File: src/design/mcc_pkg.sv
// Shared constants, opcodes and calendar helper functions for the calendar clock.
`default_nettype none
package mcc_pkg;

  localparam int YearW   = 14;
  localparam int MonthW  = 4;
  localparam int DayW    = 5;
  localparam int HourW   = 5;
  localparam int MinuteW = 6;
  localparam int SecondW = 6;
  localparam int MsW     = 10;

  typedef logic [1:0] opcode_t;

  localparam opcode_t OP_TICK     = 2'd0;
  localparam opcode_t OP_SET_DATE = 2'd1;
  localparam opcode_t OP_SET_TIME = 2'd2;

  localparam logic [MsW-1:0]     MS_LAST     = 10'd999;
  localparam logic [SecondW-1:0] SEC_LAST    = 6'd59;
  localparam logic [MinuteW-1:0] MIN_LAST    = 6'd59;
  localparam logic [HourW-1:0]   HOUR_LAST   = 5'd23;
  localparam logic [MonthW-1:0]  MONTH_FIRST = 4'd1;
  localparam logic [MonthW-1:0]  MONTH_LAST  = 4'd12;
  localparam logic [DayW-1:0]    DAY_FIRST   = 5'd1;
  localparam logic [YearW-1:0]   YEAR_MAX    = 14'd9999;

  localparam logic [MsW-1:0]     RST_MS     = 10'd0;
  localparam logic [SecondW-1:0] RST_SECOND = 6'd0;
  localparam logic [MinuteW-1:0] RST_MINUTE = 6'd30;
  localparam logic [HourW-1:0]   RST_HOUR   = 5'd8;
  localparam logic [DayW-1:0]    RST_DAY    = 5'd1;
  localparam logic [MonthW-1:0]  RST_MONTH  = 4'd1;
  localparam logic [YearW-1:0]   RST_YEAR   = 14'd2016;

  // y / 25 as (y * 5243) >> 17, exact for every 14-bit y.
  localparam logic [12:0] DIV25_MUL = 13'd5243;
  localparam int          DIV25_SH  = 17;

  function automatic logic is_leap(input logic [YearW-1:0] y);
    logic [YearW+12:0] prod;
    logic [9:0]        q;
    logic [YearW-1:0]  q25;
    logic              div25;
    prod  = {13'b0, y} * {14'b0, DIV25_MUL};
    q     = prod[DIV25_SH +: 10];
    q25   = YearW'({q, 4'b0000}) + YearW'({q, 3'b000}) + YearW'(q);
    div25 = (q25 == y);
    // with y a multiple of 4: century iff multiple of 25, and 400 iff also multiple of 16
    return (y[1:0] == 2'b00) && (!div25 || (y[3:0] == 4'b0000));
  endfunction

  function automatic logic [DayW-1:0] days_in(input logic [YearW-1:0] y,
                                               input logic [MonthW-1:0] m);
    logic [DayW-1:0] len;
    case (m)
      4'd1, 4'd3, 4'd5, 4'd7, 4'd8, 4'd10, 4'd12: len = 5'd31;
      4'd4, 4'd6, 4'd9, 4'd11:                    len = 5'd30;
      4'd2:    len = is_leap(y) ? 5'd29 : 5'd28;
      default: len = 5'd0;
    endcase
    return len;
  endfunction

endpackage
`default_nettype wire

File: src/design/mcc_in_if.sv
// Input channel of the calendar clock: valid/ready handshake with opcode and set fields.
`default_nettype none
interface mcc_in_if;
  import mcc_pkg::*;

  logic                 valid;
  logic                 ready;
  opcode_t              opcode;
  logic [YearW-1:0]     set_year;
  logic [MonthW-1:0]    set_month;
  logic [DayW-1:0]      set_day;
  logic [HourW-1:0]     set_hour;
  logic [MinuteW-1:0]   set_minute;
  logic [SecondW-1:0]   set_second;

  modport source (
    output valid, opcode, set_year, set_month, set_day, set_hour, set_minute, set_second,
    input  ready
  );

  modport sink (
    input  valid, opcode, set_year, set_month, set_day, set_hour, set_minute, set_second,
    output ready
  );
endinterface
`default_nettype wire

File: src/design/mcc_out_if.sv
// Result channel of the calendar clock: valid/ready handshake with the current time.
`default_nettype none
interface mcc_out_if;
  import mcc_pkg::*;

  logic                 valid;
  logic                 ready;
  logic [YearW-1:0]     now_year;
  logic [MonthW-1:0]    now_month;
  logic [DayW-1:0]      now_day;
  logic [HourW-1:0]     now_hour;
  logic [MinuteW-1:0]   now_minute;
  logic [SecondW-1:0]   now_second;
  logic [MsW-1:0]       now_millisecond;
  logic                 set_rejected;

  modport source (
    output valid, now_year, now_month, now_day, now_hour, now_minute, now_second,
           now_millisecond, set_rejected,
    input  ready
  );

  modport sink (
    input  valid, now_year, now_month, now_day, now_hour, now_minute, now_second,
           now_millisecond, set_rejected,
    output ready
  );
endinterface
`default_nettype wire

File: src/design/millisecond_calendar_clock_top.sv
// Millisecond calendar clock with Gregorian leap years.
//
// Channels: in_chan carries one transaction per command (tick one millisecond,
// set date, set time); out_chan returns one transaction per command holding the
// year, month, day, hour, minute, second and millisecond after that command,
// plus set_rejected when a set command carried an out-of-range value.
// The result is registered and appears on out_chan in the cycle after the command is taken.
// Throughput: one command per cycle while the receiver keeps up; the calendar update is a single pass of
// combinational logic between the state and result registers, and its longest
// path is the leap-year check (one 14x13 multiply for the century test).
// in_chan.ready stays high while the result register is empty or being drained
// in the same cycle, so a new command is taken while a result is handed over.
// When the receiver stalls, the result holds and in_chan.ready drops until the
// result is taken; no command is lost or repeated.
// Reset: synchronous, active low; the clock restarts at 2016-01-01 08:30:00.000
// and the result register is emptied.
`default_nettype none
module millisecond_calendar_clock_top
  import mcc_pkg::*;
(
  input  logic       clk,
  input  logic       rst_n,
  mcc_in_if.sink     in_chan,
  mcc_out_if.source  out_chan
);

  logic [MsW-1:0]     ms_r,     ms_nxt;
  logic [SecondW-1:0] sec_r,    sec_nxt;
  logic [MinuteW-1:0] min_r,    min_nxt;
  logic [HourW-1:0]   hour_r,   hour_nxt;
  logic [DayW-1:0]    day_r,    day_nxt;
  logic [MonthW-1:0]  month_r,  month_nxt;
  logic [YearW-1:0]   year_r,   year_nxt;
  logic               rej_nxt;

  logic               out_valid_r;
  logic [MsW-1:0]     out_ms_r;
  logic [SecondW-1:0] out_sec_r;
  logic [MinuteW-1:0] out_min_r;
  logic [HourW-1:0]   out_hour_r;
  logic [DayW-1:0]    out_day_r;
  logic [MonthW-1:0]  out_month_r;
  logic [YearW-1:0]   out_year_r;
  logic               out_rej_r;

  logic               in_accept;
  logic               date_ok;
  logic               time_ok;
  logic [DayW-1:0]    cur_len;
  logic [DayW-1:0]    set_len;

  assign in_chan.ready = !out_valid_r || out_chan.ready;
  assign in_accept     = in_chan.valid && in_chan.ready;

  assign cur_len = days_in(year_r, month_r);
  assign set_len = days_in(in_chan.set_year, in_chan.set_month);

  assign date_ok = (in_chan.set_year <= YEAR_MAX) &&
                   (in_chan.set_month >= MONTH_FIRST) && (in_chan.set_month <= MONTH_LAST) &&
                   (in_chan.set_day >= DAY_FIRST) && (in_chan.set_day <= set_len);
  assign time_ok = (in_chan.set_hour <= HOUR_LAST) &&
                   (in_chan.set_minute <= MIN_LAST) &&
                   (in_chan.set_second <= SEC_LAST);

  always_comb begin
    ms_nxt    = ms_r;
    sec_nxt   = sec_r;
    min_nxt   = min_r;
    hour_nxt  = hour_r;
    day_nxt   = day_r;
    month_nxt = month_r;
    year_nxt  = year_r;
    rej_nxt   = 1'b0;
    case (in_chan.opcode)
      OP_TICK: begin
        // carry through the fields, stopping at the first that does not wrap
        if (ms_r != MS_LAST) begin
          ms_nxt = ms_r + 1'b1;
        end else begin
          ms_nxt = '0;
          if (sec_r != SEC_LAST) begin
            sec_nxt = sec_r + 1'b1;
          end else begin
            sec_nxt = '0;
            if (min_r != MIN_LAST) begin
              min_nxt = min_r + 1'b1;
            end else begin
              min_nxt = '0;
              if (hour_r != HOUR_LAST) begin
                hour_nxt = hour_r + 1'b1;
              end else begin
                hour_nxt = '0;
                if (day_r < cur_len) begin
                  day_nxt = day_r + 1'b1;
                end else begin
                  day_nxt = DAY_FIRST;
                  if (month_r < MONTH_LAST) begin
                    month_nxt = month_r + 1'b1;
                  end else begin
                    month_nxt = MONTH_FIRST;
                    year_nxt  = (year_r >= YEAR_MAX) ? '0 : year_r + 1'b1;
                  end
                end
              end
            end
          end
        end
      end
      OP_SET_DATE: begin
        if (date_ok) begin
          year_nxt  = in_chan.set_year;
          month_nxt = in_chan.set_month;
          day_nxt   = in_chan.set_day;
        end else begin
          rej_nxt = 1'b1;
        end
      end
      OP_SET_TIME: begin
        if (time_ok) begin
          hour_nxt = in_chan.set_hour;
          min_nxt  = in_chan.set_minute;
          sec_nxt  = in_chan.set_second;
        end else begin
          rej_nxt = 1'b1;
        end
      end
      default: begin
      end
    endcase
  end

  always_ff @(posedge clk) begin
    if (!rst_n) begin
      ms_r    <= RST_MS;
      sec_r   <= RST_SECOND;
      min_r   <= RST_MINUTE;
      hour_r  <= RST_HOUR;
      day_r   <= RST_DAY;
      month_r <= RST_MONTH;
      year_r  <= RST_YEAR;
    end else if (in_accept) begin
      ms_r    <= ms_nxt;
      sec_r   <= sec_nxt;
      min_r   <= min_nxt;
      hour_r  <= hour_nxt;
      day_r   <= day_nxt;
      month_r <= month_nxt;
      year_r  <= year_nxt;
    end
  end

  always_ff @(posedge clk) begin
    if (!rst_n) begin
      out_valid_r <= 1'b0;
    end else if (in_accept) begin
      out_valid_r <= 1'b1;
    end else if (out_chan.ready) begin
      out_valid_r <= 1'b0;
    end
  end

  // result payload: load with each accepted transaction, hold otherwise
  always_ff @(posedge clk) begin
    if (in_accept) begin
      out_ms_r    <= ms_nxt;
      out_sec_r   <= sec_nxt;
      out_min_r   <= min_nxt;
      out_hour_r  <= hour_nxt;
      out_day_r   <= day_nxt;
      out_month_r <= month_nxt;
      out_year_r  <= year_nxt;
      out_rej_r   <= rej_nxt;
    end
  end

  assign out_chan.valid           = out_valid_r;
  assign out_chan.now_year        = out_year_r;
  assign out_chan.now_month       = out_month_r;
  assign out_chan.now_day         = out_day_r;
  assign out_chan.now_hour        = out_hour_r;
  assign out_chan.now_minute      = out_min_r;
  assign out_chan.now_second      = out_sec_r;
  assign out_chan.now_millisecond = out_ms_r;
  assign out_chan.set_rejected    = out_rej_r;

endmodule
`default_nettype wire

File: src/flat_wrapper.sv
// flat-port wrapper written by rule: the top's interface ports become plain ports
module millisecond_calendar_clock_top_flat import mcc_pkg::*;
  (clk, rst_n, in_chan_valid, in_chan_opcode, in_chan_set_year, in_chan_set_month, in_chan_set_day, in_chan_set_hour, in_chan_set_minute, in_chan_set_second, in_chan_ready, out_chan_valid, out_chan_now_year, out_chan_now_month, out_chan_now_day, out_chan_now_hour, out_chan_now_minute, out_chan_now_second, out_chan_now_millisecond, out_chan_set_rejected, out_chan_ready);
  mcc_in_if in_chan_i ();
  mcc_out_if out_chan_i ();
  input  logic clk;
  input  logic rst_n;
  input wire logic [$bits(in_chan_i.valid)-1:0] in_chan_valid;
  input wire logic [$bits(in_chan_i.opcode)-1:0] in_chan_opcode;
  input wire logic [$bits(in_chan_i.set_year)-1:0] in_chan_set_year;
  input wire logic [$bits(in_chan_i.set_month)-1:0] in_chan_set_month;
  input wire logic [$bits(in_chan_i.set_day)-1:0] in_chan_set_day;
  input wire logic [$bits(in_chan_i.set_hour)-1:0] in_chan_set_hour;
  input wire logic [$bits(in_chan_i.set_minute)-1:0] in_chan_set_minute;
  input wire logic [$bits(in_chan_i.set_second)-1:0] in_chan_set_second;
  output wire logic [$bits(in_chan_i.ready)-1:0] in_chan_ready;
  output wire logic [$bits(out_chan_i.valid)-1:0] out_chan_valid;
  output wire logic [$bits(out_chan_i.now_year)-1:0] out_chan_now_year;
  output wire logic [$bits(out_chan_i.now_month)-1:0] out_chan_now_month;
  output wire logic [$bits(out_chan_i.now_day)-1:0] out_chan_now_day;
  output wire logic [$bits(out_chan_i.now_hour)-1:0] out_chan_now_hour;
  output wire logic [$bits(out_chan_i.now_minute)-1:0] out_chan_now_minute;
  output wire logic [$bits(out_chan_i.now_second)-1:0] out_chan_now_second;
  output wire logic [$bits(out_chan_i.now_millisecond)-1:0] out_chan_now_millisecond;
  output wire logic [$bits(out_chan_i.set_rejected)-1:0] out_chan_set_rejected;
  input wire logic [$bits(out_chan_i.ready)-1:0] out_chan_ready;
  assign in_chan_i.valid = in_chan_valid;
  assign in_chan_i.opcode = in_chan_opcode;
  assign in_chan_i.set_year = in_chan_set_year;
  assign in_chan_i.set_month = in_chan_set_month;
  assign in_chan_i.set_day = in_chan_set_day;
  assign in_chan_i.set_hour = in_chan_set_hour;
  assign in_chan_i.set_minute = in_chan_set_minute;
  assign in_chan_i.set_second = in_chan_set_second;
  assign in_chan_ready = in_chan_i.ready;
  assign out_chan_valid = out_chan_i.valid;
  assign out_chan_now_year = out_chan_i.now_year;
  assign out_chan_now_month = out_chan_i.now_month;
  assign out_chan_now_day = out_chan_i.now_day;
  assign out_chan_now_hour = out_chan_i.now_hour;
  assign out_chan_now_minute = out_chan_i.now_minute;
  assign out_chan_now_second = out_chan_i.now_second;
  assign out_chan_now_millisecond = out_chan_i.now_millisecond;
  assign out_chan_set_rejected = out_chan_i.set_rejected;
  assign out_chan_i.ready = out_chan_ready;
  millisecond_calendar_clock_top u_core (.clk(clk), .rst_n(rst_n), .in_chan(in_chan_i), .out_chan(out_chan_i));
endmodule
File: config.mk
export PLATFORM = sky130hd
export DESIGN_NAME = millisecond_calendar_clock_top_flat
export DESIGN_NICKNAME = d
export VERILOG_FILES = /design/src/design/mcc_pkg.sv /design/src/design/mcc_in_if.sv /design/src/design/mcc_out_if.sv /design/src/design/millisecond_calendar_clock_top.sv /design/src/flat_wrapper.sv
export SDC_FILE = /design/constraint.sdc
export NUM_CORES = 1
export LEC_CHECK = 0
export BUFFER_PORTS_ARGS = -buffer_cell sky130_fd_sc_hd__buf_2
export CAP_MARGIN = 25
export CELL_PAD_IN_SITES_DETAIL_PLACEMENT = 0
export CELL_PAD_IN_SITES_GLOBAL_PLACEMENT = 2
export CORE_UTILIZATION = 40
export DETAILED_ROUTE_END_ITERATION = 12
export PLACE_DENSITY = 0.92
export RECOVER_POWER = 25
export SETUP_SLACK_MARGIN = 0.3
export SLEW_MARGIN = 10
export SYNTH_ARGS = -nofsm -noshare
export SYNTH_HDL_FRONTEND = slang
export SYNTH_SLANG_ARGS = --single-unit
export TNS_END_PERCENT = 10
File: constraint.sdc
create_clock -name clk -period 12 [get_ports clk]
set_input_delay 2.4 -clock clk [delete_from_list [all_inputs] [get_ports clk]]
set_output_delay 2.4 -clock clk [all_outputs]
set_load 0.05 [all_outputs]
==> summary.txt <==
Outcome
  – Status: finished with violations
  – Failing checks: max-capacitance violations, max-slew violations

Worst setup path
  – Crit end category: flip-flop
  – Crit Path Class: primary input to flip-flop
  – Crit-path max cell delay: roughly 570 ps
  – Most frequent cell on the critical path: a21o_1
  – CP max stage cell: fa_2
  – CP Launch Type: primary input
  – CP max FO: 11
  – Crit path arrival time: 11470 ps
  – Req. time, crit path: roughly 12000 ps

STA
  – Setup TNS: 0 ps
  – FMAX: approximately 0.088 GHz
  – Final clock skew: ~11 ps
  – Tmin final: 11360 ps
  – Endpoints failing hold: 0
  – Hold_ws: 481.9 ps
  – RSZ-0062 raised after global routing: no
  – Worst slew pin tran: about 2100 ps
  – Final period util: a little over nine tenths
  – Final setup fails: 0
  – Final Max Tran Viols: 44
  – Slew headroom: -37.38%

Floorplanning
  – Row Count: 68
  – Die area: between 0.03 and 0.04 mm²
  – Die Height: about 190 µm
  – # IOs: between 90 and 100
  – Chip width: 190.6 µm
  – Core Area: between 0.03 and 0.04 mm²
  – Initial core utilization: roughly two fifths

Logic synthesis
  – Synthesized Nets: ~2000
  – Warnings from Yosys: 0
  – FF+latch count, synth: ~100
  – Asr flop ratio synth: 0%
  – Most used DFF post-synth: edfxtp_1
  – Mapped Area: 0.01423 mm²
  – Mean cell area of the mapped netlist: approximately 9.4 µm²
  – Register area share after synthesis: between 10% and 20%
  – Post-Syn Instances: 1507
  – EDFF count, synth: 51
  – Netlist cell types: between 80 and 90

Global routing
  – First-pass GRT wire length: about 58000 µm
  – Vias in the first global route: between 10000 and 15000
  – All-layer global routing usage: 20.17%
  – Remaining Overflow, GRT: 0
  – Pin count of the biggest net entering global routing: 67
  – Antenna violations before repair: 1

Layout
  – N_diodes: 0
  – FF+latch area: 0.002552 mm²
  – Share of cells above drive strength 1: between 8 and 9%
  – Nets: just over 2000
  – Fillers: roughly 3400
  – Most frequent cells in the layout: inv_1 (274), ha_1 (264), fa_1 (139)
  – Area of the multi-input gates: approximately 0.011 mm²
  – Non-Filler Instances: between 2000 and 2500
  – P&R area growth vs syn: 9.996%
  – Commonest non-fill, non-tap cell in the layout: inv_1
  – Final Instance Area: 0.01566 mm²

Placed design
  – IO Port Bufs: 98
  – Cell Area, Placed: between 0.015 and 0.02 mm²
  – Placed cell count: between 2000 and 2500
  – GPL Wtd Cong: approximately 0.85
  – HPWL Detailed: 28820 µm

Clock network
  – Reg clk slew, reported paths: ~70 ps
  – CTS buffer count: 9
  – Clk root buf: clkbuf_16
  – TritonCTS clock tree: built
  – Sink Count: a little over 100
  – Insertion delay to the later sink of the worst-skew pair: ~360 ps
  – H-tree lvl count: 3
  – Clk buf depth: 2

Route
  – Wirelength per Cell: approximately 17 µm
  – DRC violations left: 0
  – Vias: 10720
  – Final Routed Wirelength: ~35000 µm
  – Pre-Repair DR Iteration Count: 7
  – Drt via density: 5.213
  – Antenna Nets Post-Route: 0
  – Initial DRC Count: approximately 580

Flow run
  – Max_cap viols: 1

Min path
  – Hold WC Path Type: flip-flop to flip-flop
## repair_timing
action / 4_1_cts / 5_1_grt
endpoints found under the setup margin: 0 / 47
buffers inserted: 0 / 3
gates resized for setup: 0 / 28
hold buffers: 0 / 0
## area by class of cell
cell class	count	area share [%]
repair buffers	119	3.804
inverters	275	6.610
multi-input cells	1090	67.70
clock buffers	9	1.439
clock inverters	7	0.5115
flip-flops and latches	102	16.30
well taps	455	3.637
## stage by stage
step / setup WS, ps / util, %
after global placement: 294.7 / 43.87
after detailed placement: 38.07 / 43.87
after CTS: 349.0 / 44.75
after floorplan: 855.4 / -
after global routing: 214.9 / 44.99
final: 639.3 / 44.99
## routing by layer
metal	wire, µm	vias up	global-route usage [%]
met5	8	-	0
met2	17000	274	34.56
met3	1809	41	3.055
met4	618	2	4.185
li1	-	5275	-
met1	15770	5132	26.78
## synth_stat cells (all sizes together), types with 27 or more instances
cell	number	area share, %
nor2	68	1.8
edfxtp	51	11
o21ai	57	2.1
nor3	27	0.98
nand2	108	2.8
dfxtp	51	7.2
xnor2	58	3.6
clkbuf	30	0.79
fa	140	20
ha	266	23
a21oi	62	2.2
inv	275	7.3
nand3	32	1.2
## worst max-delay path, delay by kind of cell
kind	cells	cell delay, ps
adder cells (fa/ha/maj)	9	3670
buffers and inverters	5	650
AND/OR/NAND/NOR	3	630
XOR/XNOR	1	80
AO/OA/AOI/OAI	23	4020
## final timing paths
| kind | slack, ps | from | depth (start not counted) | to |
|---|---|---|---|---|
| worst max-delay path | 640 | in_chan_set_year[8] | 41 | u_core.out_chan.now_day[2] |
| worst min-delay path | 480 | u_core.ms_r[8] | 2 | u_core.ms_r[8] |
| worst max register to register | 2630 | u_core.year_r[10] | 33 | u_core.out_chan.now_day[2] |
| worst min register to register | 480 | u_core.ms_r[8] | 2 | u_core.ms_r[8] |
## logic make-up after synthesis
group	count (synthesis)	synth area share, %
AO/OA/AOI/OAI	263	13.14
XOR/XNOR	83	5.204
buffers and inverters	315	8.431
multiplexers	9	0.6857
flip-flops	102	17.93
adder cells (fa/ha/maj)	406	43.08
AND/OR/NAND/NOR	329	11.53
## registers in the layout, indices dropped and copies added, names as in the netlist, 6 cells and up
signal,flops
u_core.out_chan.now_millisecond,10
u_core.sec_r,6
u_core.out_chan.now_minute,6
u_core.out_chan.now_year,14
u_core.min_r,6
u_core.out_chan.now_second,6
u_core.ms_r,10
u_core.year_r,14
Power is left out: the tool's default activity adds up to more than one toggle a clock period on the data nets, which glitch-free logic cannot reach.
